$ cat config.mk
export PLATFORM = sky130hd
export DESIGN_NAME = x86_alu_with_flags_top
export DESIGN_NICKNAME = d
export VERILOG_FILES = /design/src/sv/x86alu_pkg.sv /design/src/sv/x86alu_core.sv /design/src/sv/x86_alu_with_flags_top.sv
export VERILOG_INCLUDE_DIRS = /design/src /design/src/sv
export SDC_FILE = /design/constraint.sdc
export NUM_CORES = 2
export LEC_CHECK = 0
export ABC_AREA = 1
export BUFFER_PORTS_ARGS = -buffer_cell sky130_fd_sc_hd__buf_4
export CORE_MARGIN = 1
export CORE_UTILIZATION = 25
export DETAILED_ROUTE_END_ITERATION = 10
export PLACE_DENSITY = 0.46
export REMOVE_ABC_BUFFERS = 1
export SYNTH_ARGS = -nofsm -noshare
export SYNTH_HDL_FRONTEND = slang
export SYNTH_SLANG_ARGS = --single-unit
$ cat constraint.sdc
create_clock -name clk -period 7.7 [get_ports clk]
set_input_delay 0.77 -clock clk [delete_from_list [all_inputs] [get_ports clk]]
set_output_delay 0.77 -clock clk [all_outputs]
set_load 0.01 [all_outputs]
$ cat src/sv/assert_macros.svh
// Assertion macros shared by the ALU RTL.
// No dependencies; files that assert include this header by name.
`ifndef ASSERT_MACROS_SVH
`define ASSERT_MACROS_SVH

// Clocked assertion that is switched off while reset is asserted.
`define ALU_ASSERT(lbl, clk_i, rstn_i, prop, msg) \
    lbl: assert property (@(posedge clk_i) disable iff (!rstn_i) prop) else $error(msg);

// Clocked assertion that is checked during reset as well.
`define ALU_ASSERT_ALWAYS(lbl, clk_i, prop, msg) \
    lbl: assert property (@(posedge clk_i) prop) else $error(msg);

`endif

$ cat src/sv/x86alu_pkg.sv
// Shared types and constants for the x86 integer ALU with kept flags.
// No dependencies; used by x86alu_core and x86_alu_with_flags_top.
package x86alu_pkg;

    localparam int WORD_BITS = 32;
    localparam int PROD_BITS = 2 * WORD_BITS;

    typedef enum logic [3:0] {
        CMD_ADD = 4'd0,
        CMD_ADC = 4'd1,
        CMD_SUB = 4'd2,
        CMD_SBB = 4'd3,
        CMD_AND = 4'd4,
        CMD_OR  = 4'd5,
        CMD_XOR = 4'd6,
        CMD_MUL = 4'd7,
        CMD_SHL = 4'd8,
        CMD_SAL = 4'd9,
        CMD_SHR = 4'd10,
        CMD_SAR = 4'd11
    } alu_cmd_t;

    localparam logic [1:0] SZ_BYTE  = 2'd0;
    localparam logic [1:0] SZ_WORD  = 2'd1;
    localparam logic [1:0] SZ_DWORD = 2'd2;

    typedef struct packed {
        logic of;
        logic sf;
        logic zf;
        logic pf;
        logic cf;
    } alu_flags_t;

endpackage

$ cat src/sv/x86alu_core.sv
// Combinational datapath of the ALU: result and new flags for one operation.
// Depends on x86alu_pkg.
module x86alu_core
    import x86alu_pkg::*;
(
    input  logic [3:0]                 cmd,
    input  logic [WORD_BITS-1:0]       src_operand,
    input  logic [WORD_BITS-1:0]       dest_operand,
    input  logic [1:0]                 operand_size,
    input  alu_flags_t                 flags_in,
    output logic [PROD_BITS-1:0]       result,
    output alu_flags_t                 flags_out
);

    logic [WORD_BITS-1:0] mask;
    logic [WORD_BITS-1:0] src_lo;
    logic [WORD_BITS-1:0] dst_lo;
    logic [WORD_BITS-1:0] dst_hi;
    logic [WORD_BITS-1:0] dst_sx;
    logic [4:0]           cnt;
    logic                 cin;
    logic [WORD_BITS:0]   add_full;
    logic [WORD_BITS:0]   sub_full;
    logic [WORD_BITS-1:0] logic_res;
    logic [PROD_BITS-1:0] prod;
    logic                 prod_hi_set;
    logic                 prod_sign;
    logic [PROD_BITS-1:0] shl_wide;
    logic [WORD_BITS:0]   shr_wide;
    logic [WORD_BITS:0]   sar_wide;
    logic [WORD_BITS-1:0] shift_lo;
    logic [WORD_BITS-1:0] shift_res;
    logic                 shift_cf;
    logic                 shl_out_bit;
    logic                 lo_msb;
    logic                 new_msb;

    always_comb
    begin
        case (operand_size)
            SZ_BYTE:
            begin
                mask = 32'h0000_00ff;
            end
            SZ_WORD:
            begin
                mask = 32'h0000_ffff;
            end
            default:
            begin
                mask = 32'hffff_ffff;
            end
        endcase
    end

    assign src_lo = src_operand & mask;
    assign dst_lo = dest_operand & mask;
    assign dst_hi = dest_operand & ~mask;
    assign cnt    = src_operand[4:0];

    // Carry or borrow in is only used by adc and sbb.
    assign cin = flags_in.cf && ((cmd == CMD_ADC) || (cmd == CMD_SBB));

    assign add_full = {1'b0, dest_operand} + {1'b0, src_operand} + {{WORD_BITS{1'b0}}, cin};
    assign sub_full = {1'b0, dest_operand} - {1'b0, src_operand} - {{WORD_BITS{1'b0}}, cin};

    always_comb
    begin
        case (cmd)
            CMD_AND:
            begin
                logic_res = src_operand & dest_operand;
            end
            CMD_OR:
            begin
                logic_res = src_operand | dest_operand;
            end
            default:
            begin
                logic_res = src_operand ^ dest_operand;
            end
        endcase
    end

    // Operands are already masked to the size, so the product never
    // carries bits above twice the size.
    assign prod = PROD_BITS'(src_lo) * PROD_BITS'(dst_lo);

    always_comb
    begin
        case (operand_size)
            SZ_BYTE:
            begin
                prod_hi_set = (prod[15:8] != 8'd0);
                prod_sign   = prod[15];
                dst_sx      = {{24{dst_lo[7]}}, dst_lo[7:0]};
                shl_out_bit = shl_wide[8];
                lo_msb      = dst_lo[7];
            end
            SZ_WORD:
            begin
                prod_hi_set = (prod[31:16] != 16'd0);
                prod_sign   = prod[31];
                dst_sx      = {{16{dst_lo[15]}}, dst_lo[15:0]};
                shl_out_bit = shl_wide[16];
                lo_msb      = dst_lo[15];
            end
            default:
            begin
                prod_hi_set = (prod[63:32] != 32'd0);
                prod_sign   = prod[63];
                dst_sx      = dst_lo;
                shl_out_bit = shl_wide[32];
                lo_msb      = dst_lo[31];
            end
        endcase
    end

    // The top bit of the shifted part is picked in its own block, since the
    // shifted part itself depends on the sign extension decoded above.
    always_comb
    begin
        case (operand_size)
            SZ_BYTE:
            begin
                new_msb = shift_lo[7];
            end
            SZ_WORD:
            begin
                new_msb = shift_lo[15];
            end
            default:
            begin
                new_msb = shift_lo[31];
            end
        endcase
    end

    // Each shifter carries one extra bit so the last bit shifted out is
    // available as CF without a separate select on the count.
    assign shl_wide = {{WORD_BITS{1'b0}}, dst_lo} << cnt;
    assign shr_wide = {dst_lo, 1'b0} >> cnt;
    assign sar_wide = $signed({dst_sx, 1'b0}) >>> cnt;

    always_comb
    begin
        case (cmd)
            CMD_SHL, CMD_SAL:
            begin
                shift_lo = shl_wide[WORD_BITS-1:0] & mask;
                shift_cf = shl_out_bit;
            end
            CMD_SHR:
            begin
                shift_lo = shr_wide[WORD_BITS:1];
                shift_cf = shr_wide[0];
            end
            default:
            begin
                shift_lo = sar_wide[WORD_BITS:1] & mask;
                shift_cf = sar_wide[0];
            end
        endcase
        if (cnt == 5'd0)
        begin
            shift_lo = dst_lo;
        end
    end

    assign shift_res = dst_hi | shift_lo;

    always_comb
    begin
        result    = '0;
        flags_out = flags_in;
        case (cmd)
            CMD_ADD, CMD_ADC:
            begin
                result       = {{WORD_BITS{1'b0}}, add_full[WORD_BITS-1:0]};
                flags_out.cf = add_full[WORD_BITS];
                flags_out.of = ~(dest_operand[31] ^ src_operand[31])
                               & (dest_operand[31] ^ add_full[31]);
                flags_out.zf = (add_full[WORD_BITS-1:0] == '0);
                flags_out.sf = add_full[31];
                flags_out.pf = ~^add_full[7:0];
            end
            CMD_SUB, CMD_SBB:
            begin
                result       = {{WORD_BITS{1'b0}}, sub_full[WORD_BITS-1:0]};
                flags_out.cf = sub_full[WORD_BITS];
                flags_out.of = (dest_operand[31] ^ src_operand[31])
                               & (dest_operand[31] ^ sub_full[31]);
                flags_out.zf = (sub_full[WORD_BITS-1:0] == '0);
                flags_out.sf = sub_full[31];
                flags_out.pf = ~^sub_full[7:0];
            end
            CMD_AND, CMD_OR, CMD_XOR:
            begin
                result       = {{WORD_BITS{1'b0}}, logic_res};
                flags_out.cf = 1'b0;
                flags_out.of = 1'b0;
                flags_out.zf = (logic_res == '0);
                flags_out.sf = logic_res[31];
                flags_out.pf = ~^logic_res[7:0];
            end
            CMD_MUL:
            begin
                result       = prod;
                flags_out.cf = prod_hi_set;
                flags_out.of = prod_hi_set;
                flags_out.zf = (prod == '0);
                flags_out.sf = prod_sign;
                flags_out.pf = ~^prod[7:0];
            end
            CMD_SHL, CMD_SAL, CMD_SHR, CMD_SAR:
            begin
                result       = {{WORD_BITS{1'b0}}, shift_res};
                flags_out.zf = (shift_lo == '0);
                flags_out.sf = new_msb;
                flags_out.pf = ~^shift_res[7:0];
                // A zero count leaves CF and OF alone; OF changes only
                // for a count of one.
                if (cnt != 5'd0)
                begin
                    flags_out.cf = shift_cf;
                end
                if (cnt == 5'd1)
                begin
                    if (cmd == CMD_SHR)
                    begin
                        flags_out.of = lo_msb;
                    end
                    else if (cmd == CMD_SAR)
                    begin
                        flags_out.of = 1'b0;
                    end
                    else
                    begin
                        flags_out.of = new_msb ^ shift_cf;
                    end
                end
            end
            default:
            begin
                result    = '0;
                flags_out = flags_in;
            end
        endcase
    end

endmodule

$ cat src/sv/x86_alu_with_flags_top.sv
// Top level of the x86 integer ALU that keeps CF, PF, ZF, SF and OF.
// Depends on x86alu_pkg, x86alu_core and assert_macros.svh.
//
//   channel  | handshake              | payload
//   ---------+------------------------+--------------------------------------------
//   input    | in_valid / in_ready    | cmd, src_operand, dest_operand, operand_size
//   output   | out_valid / out_ready  | result_value, carry_out .. overflow_out
//
// A transaction is captured in the input register at the accepting edge, computed
// combinationally from there and written to the result register at the edge where
// it leaves the input register, which also raises out_valid.
// One transaction is accepted every cycle unless the output stalls; the kept flags
// are written in the same edge as the result, so adc and sbb see the flags of the previous one.
// The flag outputs are the kept flags themselves; reset clears them and both
// valid bits. A stalled output holds the result and stops the input register.
module x86_alu_with_flags_top
    import x86alu_pkg::*;
(
    input  logic                 clk,
    input  logic                 rst_n,
    input  logic                 in_valid,
    output logic                 in_ready,
    input  logic [3:0]           cmd,
    input  logic [WORD_BITS-1:0] src_operand,
    input  logic [WORD_BITS-1:0] dest_operand,
    input  logic [1:0]           operand_size,
    output logic                 out_valid,
    input  logic                 out_ready,
    output logic [PROD_BITS-1:0] result_value,
    output logic                 carry_out,
    output logic                 parity_out,
    output logic                 zero_out,
    output logic                 sign_out,
    output logic                 overflow_out
);

`include "assert_macros.svh"

    logic                 s1_valid_reg;
    logic [3:0]           s1_cmd_reg;
    logic [WORD_BITS-1:0] s1_src_reg;
    logic [WORD_BITS-1:0] s1_dst_reg;
    logic [1:0]           s1_size_reg;
    logic                 out_valid_reg;
    logic [PROD_BITS-1:0] result_reg;
    alu_flags_t           flags_reg;

    logic                 s1_advance;
    logic                 in_take;
    logic [PROD_BITS-1:0] result_next;
    alu_flags_t           flags_next;

    logic                 adv_logic;
    logic                 adv_mul;
    logic                 adv_unused;
    logic                 cf_of_set;

    assign s1_advance = s1_valid_reg && (!out_valid_reg || out_ready);
    assign in_ready   = !s1_valid_reg || s1_advance;
    assign in_take    = in_valid && in_ready;

    x86alu_core u_core (
        .cmd          (s1_cmd_reg),
        .src_operand  (s1_src_reg),
        .dest_operand (s1_dst_reg),
        .operand_size (s1_size_reg),
        .flags_in     (flags_reg),
        .result       (result_next),
        .flags_out    (flags_next)
    );

    always_ff @(posedge clk or negedge rst_n)
    begin
        if (!rst_n)
        begin
            s1_valid_reg  <= 1'b0;
            out_valid_reg <= 1'b0;
            flags_reg     <= '0;
        end
        else
        begin
            if (in_ready)
            begin
                s1_valid_reg <= in_valid;
            end
            if (s1_advance)
            begin
                out_valid_reg <= 1'b1;
                flags_reg     <= flags_next;
            end
            else if (out_ready)
            begin
                out_valid_reg <= 1'b0;
            end
        end
    end

    always_ff @(posedge clk)
    begin
        if (in_take)
        begin
            s1_cmd_reg  <= cmd;
            s1_src_reg  <= src_operand;
            s1_dst_reg  <= dest_operand;
            s1_size_reg <= operand_size;
        end
        if (s1_advance)
        begin
            result_reg <= result_next;
        end
    end

    assign out_valid    = out_valid_reg;
    assign result_value = result_reg;
    assign carry_out    = flags_reg.cf;
    assign parity_out   = flags_reg.pf;
    assign zero_out     = flags_reg.zf;
    assign sign_out     = flags_reg.sf;
    assign overflow_out = flags_reg.of;

    assign adv_logic  = s1_advance && (s1_cmd_reg inside {CMD_AND, CMD_OR, CMD_XOR});
    assign adv_mul    = s1_advance && (s1_cmd_reg == CMD_MUL);
    assign adv_unused = s1_advance && (s1_cmd_reg > CMD_SAR);
    assign cf_of_set  = carry_out || overflow_out;

    // The kept flags may only change when a transaction leaves the input register.
    `ALU_ASSERT(a_flags_hold, clk, rst_n, !s1_advance |=> $stable(flags_reg), "flags moved idle")

    // Logic operations always clear CF and OF.
    `ALU_ASSERT(a_logic_clears, clk, rst_n, adv_logic |=> !cf_of_set, "logic op left CF or OF set")

    // Multiply sets CF and OF together.
    `ALU_ASSERT(a_mul_cf, clk, rst_n, adv_mul |=> carry_out == overflow_out, "mul CF and OF differ")

    // An unused command yields zero and keeps every flag.
    `ALU_ASSERT(a_unused_zero, clk, rst_n, adv_unused |=> result_reg == '0, "unused cmd result")
    `ALU_ASSERT(a_unused_keep, clk, rst_n, adv_unused |=> $stable(flags_reg), "unused cmd flags")

    // No result is offered once reset has been seen at a clock edge.
    `ALU_ASSERT_ALWAYS(a_reset_quiet, clk, !rst_n |=> !out_valid_reg, "out_valid high in reset")

endmodule
# Yosys cells after proc, flatten, opt, wreduce, memory -nomap -nowiden
# Cells that the tools add are included.
[op_classes]
addsub = 4
multipliers = 1
div_mod_pow = 0
order_cmp = 0
eq_ne = 15
n_shift = 3
n_mux = 19
bitwise_logic = 17
n_reduce_logical = 35
[ops]
columns = ["operator", "count"]
rows = [
  ["one-hot mux 64 bit (5 select lines)", 1],
  ["one-hot mux 32 bit (2 select lines)", 4],
  ["AND 32 bit", 6],
  ["logical NOT 32 bit", 4],
  ["logical NOT 64 bit", 1],
  ["multiplier 32 x 32 -> 64 bit", 1],
  ["OR 32 bit", 2],
  ["XNOR reduction 8 bit", 5],
  ["adder 32 x 32 -> 33 bit", 1],
  ["adder 33 x 1 -> 33 bit", 1],
  ["<< shifter 32 x 5 -> 33 bit", 1],
  ["right shift 33 x 5 -> 33 bit", 1],
  [">>> shifter 33 x 5 -> 33 bit", 1],
  ["subtractor 32 x 32 -> 33 bit", 1],
  ["subtractor 33 x 1 -> 33 bit", 1],
  ["two-way mux 32 bit", 1],
  ["NOT 32 bit", 1],
  ["nonzero test 32 bit", 1],
  ["bitwise XOR 32 bit", 1],
  ["one-hot mux 5 bit (5 select lines)", 1],
  ["== test 4 x 3 -> 1 bit (second input constant)", 4],
  ["== test 4 bit (second input constant)", 4],
  ["nonzero test 16 bit", 1],
  ["one-hot mux 1 bit (2 select lines)", 6],
  ["other kinds (23)", 43],
]
[totals]
register_bits = 141
latch_bits = 0
mem_bits_rw = 0
rom_bits = 0
input_bits = 74
out_inout_bits = 71
wordCells = 106
mem_count = 0

# Longest topological paths before layout
[depth]
ltp_word = 14
ltp_mapped = 46
mapped_depth_nobuf = 42

# By module
# From an unflattened synthesis, not the netlist that was laid out.
[hier_totals]
cells_unflattened = 6778
hier_area_um2 = 50201.9
[modules_own_cells]
columns = ["mod", "instances", "cells_per_inst", "area_each_um2", "seq_area_each_um2"]
rows = [
  ["x86alu_core", 1, 6613, 45905.3, 0.0],
  ["x86_alu_with_flags_top", 1, 165, 4296.6, 4199.0],
]

# Least setup slack after synthesis
# OpenSTA, ideal clock, no wires.
[synth_path]
kind = "flip-flop to flip-flop"
startpoint = "reg s1_src_reg[3]"
endpoint = "reg flags_reg, in the netlist overflow_out"
setup_time_ps = 113
arrival_time_ps = 7888
t_required_ps = 7587
path_slack_ps = -301
stages_incl_launch_ff = 38
n_path_buf = 6
synth_period_minus_slack_ps = 8001
path_cell_list = "edfxtp_1 > clkbuf_1 > inv_1 > buf_2 > buf_1 > clkbuf_1 > buf_1 > buf_1 > nor2_1 > fa_1 > inv_1 > fa_1 > inv_1 > fa_1 > fa_1 > fa_1 > fa_1 > fa_1 > (+2 left out) > nand2_1 > nor2_1 > inv_1 > nor2_1 > inv_1 > nor3_1 > nand3_1 > nand3_1 > xor2_1 > nand2_1 > nor2_1 > nand3_1 > nor2_1 > nand3_1 > nand2_1 > nand4_1 > nand2_1 > inv_1"
[synth_via]
elab_chain_cells = 10
word_cells_on_any_way = 33
cone_classes = "4 x add/sub; 1 x mul; 2 x eq/ne; 3 x shift; 10 x mux; 8 x bitwise; 5 x reduce/logical"
[synth_lines]
columns = ["item", "line_no", "text"]
rows = [
  ["from (decl)", "x86_alu_with_flags_top.sv:41", "logic [WORD_BITS-1:0] s1_src_reg;"],
  ["from (signal assigned)", "x86_alu_with_flags_top.sv:103", "s1_src_reg <= src_operand;"],
  ["parallel branches: the longest is 10 deep, another holds multiplier 32 x 32 -> 64 bit", "--", ""],
  ["to (signal assigned)", "x86_alu_with_flags_top.sv:89", "flags_reg <= flags_next;"],
  ["to (decl)", "x86_alu_with_flags_top.sv:46", "alu_flags_t flags_reg;"],
]
# Parallel ways; which one is timed is not known. The select of a mux whose other input is x is not followed.
# A chain may end at the register's enable or synchronous reset.

# Worst setup path after layout
[layout_path]
startpoint = "reg s1_size_reg[1]"
endpoint = "reg flags_reg, in the netlist zero_out"
[layout_via]
elab_chain_cells = 10
word_cells_on_any_way = 17
cone_classes = "1 x mul; 1 x eq/ne; 3 x shift; 5 x mux; 4 x bitwise; 3 x reduce/logical"
[layout_lines]
columns = ["item", "line_no", "text"]
rows = [
  ["from (decl)", "x86_alu_with_flags_top.sv:43", "logic [1:0] s1_size_reg;"],
  ["from (signal assigned)", "x86_alu_with_flags_top.sv:105", "s1_size_reg <= operand_size;"],
  ["parallel branches: the longest is 9 deep, another holds multiplier 32 x 32 -> 64 bit", "--", ""],
  ["one-hot mux 5 bit (5 select lines) (*)", "x86alu_core.sv:176", "case (cmd)"],
]
# Mark *: on every way between the ends.

==> metrics.cfg <==
[logic_synthesis]
synth-seq-cells=141
synthMostInstantiatedCell=nand2_1
ys_warn_count=0
syn_inst=6728
synth_ff_type=edfxtp_1
synth_top_cell_by_area=fa_1
synth.yosys.seq_area_share_pct=8.39
async_flop_share_pct=4.96
avgSynthCellArea_um2=7.44
synthTopCellsByArea=fa_1, nand2_1, ha_1
synth_edf_count=134
syn-cell-area_um2=50100
synth_top_cell_area_share_pct=36.0
ys_types=62
synth_common_cells=nand2_1, inv_1, fa_1

[place]
place_inst=10100
io_buffers=144
hpwl_um=218000
gp_routability_congestion=1.01
detailedPlace.worstSlack_ps=-1760

[final_layout]
drive_above_1_share_pct=21.1
fin_nets=8889
finish.utilization_pct=32.4
finalNonFillerCells=10200
largest_register_ffs=64
syn_to_final_growth_pct=28.3

[grt]
antenna_found_initial=14
grt_overflow_total=0
gr-usage-all-layers_pct=24.8
grt_first_pass_wirelength_um=363000
grt_pass1_vias=50800
grt_max_degree=58

[detailed_routing]
wl_um=253000
antenna_left=0
highest_layer=met5
drt-met1-wl_um=108000
avgRoutedWirePerCell_um=24.9
wl_met3_um=18800
via_per_inst=4.89
wl_met2_um=112000
vias=49700
first_iter_violations=4546
drtPass1Iterations=8
post-route-drc-count=0

[critical_path]
cp-end-kind=flip-flop
reg2reg_setup_slack_ps=-920
path_class=flip-flop to flip-flop
worstPathRequired_ps=8180
start_kind=flip-flop
worst-path-max-fanout=5
slowest_stage=fa_2
slowest_delay_ps=590
cpMostUsedCell=nand2_1
worst_ep_arrival_time_ps=9110

[job]
cap_violations=0

[timing]
finClkSkew_ps=31.9
drv_slew=0
hold_slack_ps=371
fmax_mhz=116
slew_headroom_pct=16.6
hold_viol=0
finalCritPeriodShare_pct=112
tightest_slew_ps=1250
setup_viol=36
min_period_ps=8620
rsz0062_at_grt=yes
fin_ws_ps=-922

[run_status]
failed_checks=negative setup slack
status=finished with violations

[floorplan]
coreArea_um2=198000
dieArea_um2=202000
die_h_um=450
rows=163
die_w_um=450
start_util_pct=25.3
ioPinCount=145

[cts]
cts_made_buffers=17
clk_latency_ps=570
cts.sink_count=141
cts_tree=yes
cts_root_buf=clkbuf_16
h-tree-depth=4
path_clk_slew_ps=90
clock_path_buffers=2

[worst_hold_path]
hp-class=input pin to flip-flop

## through the flow
| stage | setup TNS (ps) | area (µm²) |
|---|---|---|
| 2_1_floorplan | -88760 | 48800 |
| 3_3_place_gp | -34420 | 60400 |
| 3_5_place_dp | -32640 | 60400 |
| 4_1_cts | -10270 | 62600 |
| 5_1_grt | -19680 | 64200 |
| 6_report | -9440 | 64200 |
## critical path, delay by kind of cell (launching register included)
family / cells / cell delay (ps)
buffers and inverters: 15 / 1800
adders and majority gates: 9 / 4490
and+or+nand+nor: 17 / 1560
AOI/OAI and AO/OA: 2 / 240
DFF: 1 / 420
## cell type report
| type | count | area [µm²] |
|---|---|---|
| clock buffers | 17 | 425 |
| diodes | 4 | 10.0 |
| clock inverters | 15 | 235 |
| inverters | 1342 | 5100 |
| well taps | 2640 | 3300 |
| fillers | 21400 | 134000 |
| repair buffers | 1045 | 9010 |
| flip-flops and latches | 141 | 4200 |
| multi-input cells | 4958 | 42000 |
## path summary, 6_finish.rpt
check                           cells past startpoint      startpoint             to
worst max register to register                     43  s1_size_reg[1]       zero_out
worst min-delay path                                1  src_operand[9]  s1_src_reg[9]
min in group asynchronous                           2           rst_n     parity_out
worst min register to register                      2        zero_out       zero_out
max in group asynchronous                           2           rst_n      carry_out
worst max-delay path                               43  s1_size_reg[1]       zero_out
## cells in the final DEF (no fill, tap or decap), types with 51 or more instances in the layout
| cell type | instances |
|---|---|
| a21oi_1 | 201 |
| edfxtp_1 | 134 |
| o21ai_0 | 185 |
| nand3_1 | 285 |
| ha_1 | 377 |
| inv_1 | 1249 |
| o21ai_1 | 77 |
| nor2_1 | 795 |
| nand2_1 | 1390 |
| xor2_1 | 51 |
| fa_1 | 865 |
| buf_12 | 74 |
| nor2_2 | 53 |
| buf_4 | 917 |
| inv_2 | 66 |
| nand2_2 | 53 |
## logic make-up (layout without fill, tap and decap cells)
logic type               Yosys count  count (layout)  synth area share [%]
flip-flops                       141             141                  8.39
AO/OA/AOI/OAI                    743             743                  8.48
other                              0               4                     0
multiplexers                       7               7                 0.140
AND/OR/NAND/NOR                 2790            2790                  22.4
adder cells (fa/ha/maj)         1310            1310                  46.2
XOR/XNOR                         108             108                  1.89
buffers and inverters           1629            2419                  12.5
## repair_timing
item,in CTS,in global routing
hold buffers,1,0
cloned,1,1
setup buffers,21,42
setup endpoints to repair,56,56
gates resized for setup,331,368
hold endpoints to repair,7,0
pin swaps,34,70
## routing by layer
metal  track usage (%)  up-vias
li1                  -    22100
met3              4.52      397
met1              33.5    25100
met5                 0        -
met2              38.5     2092
met4              11.1        2
Power is left out: the tool's default activity adds up to more than one toggle a clock period on the data nets, which glitch-free logic cannot reach.
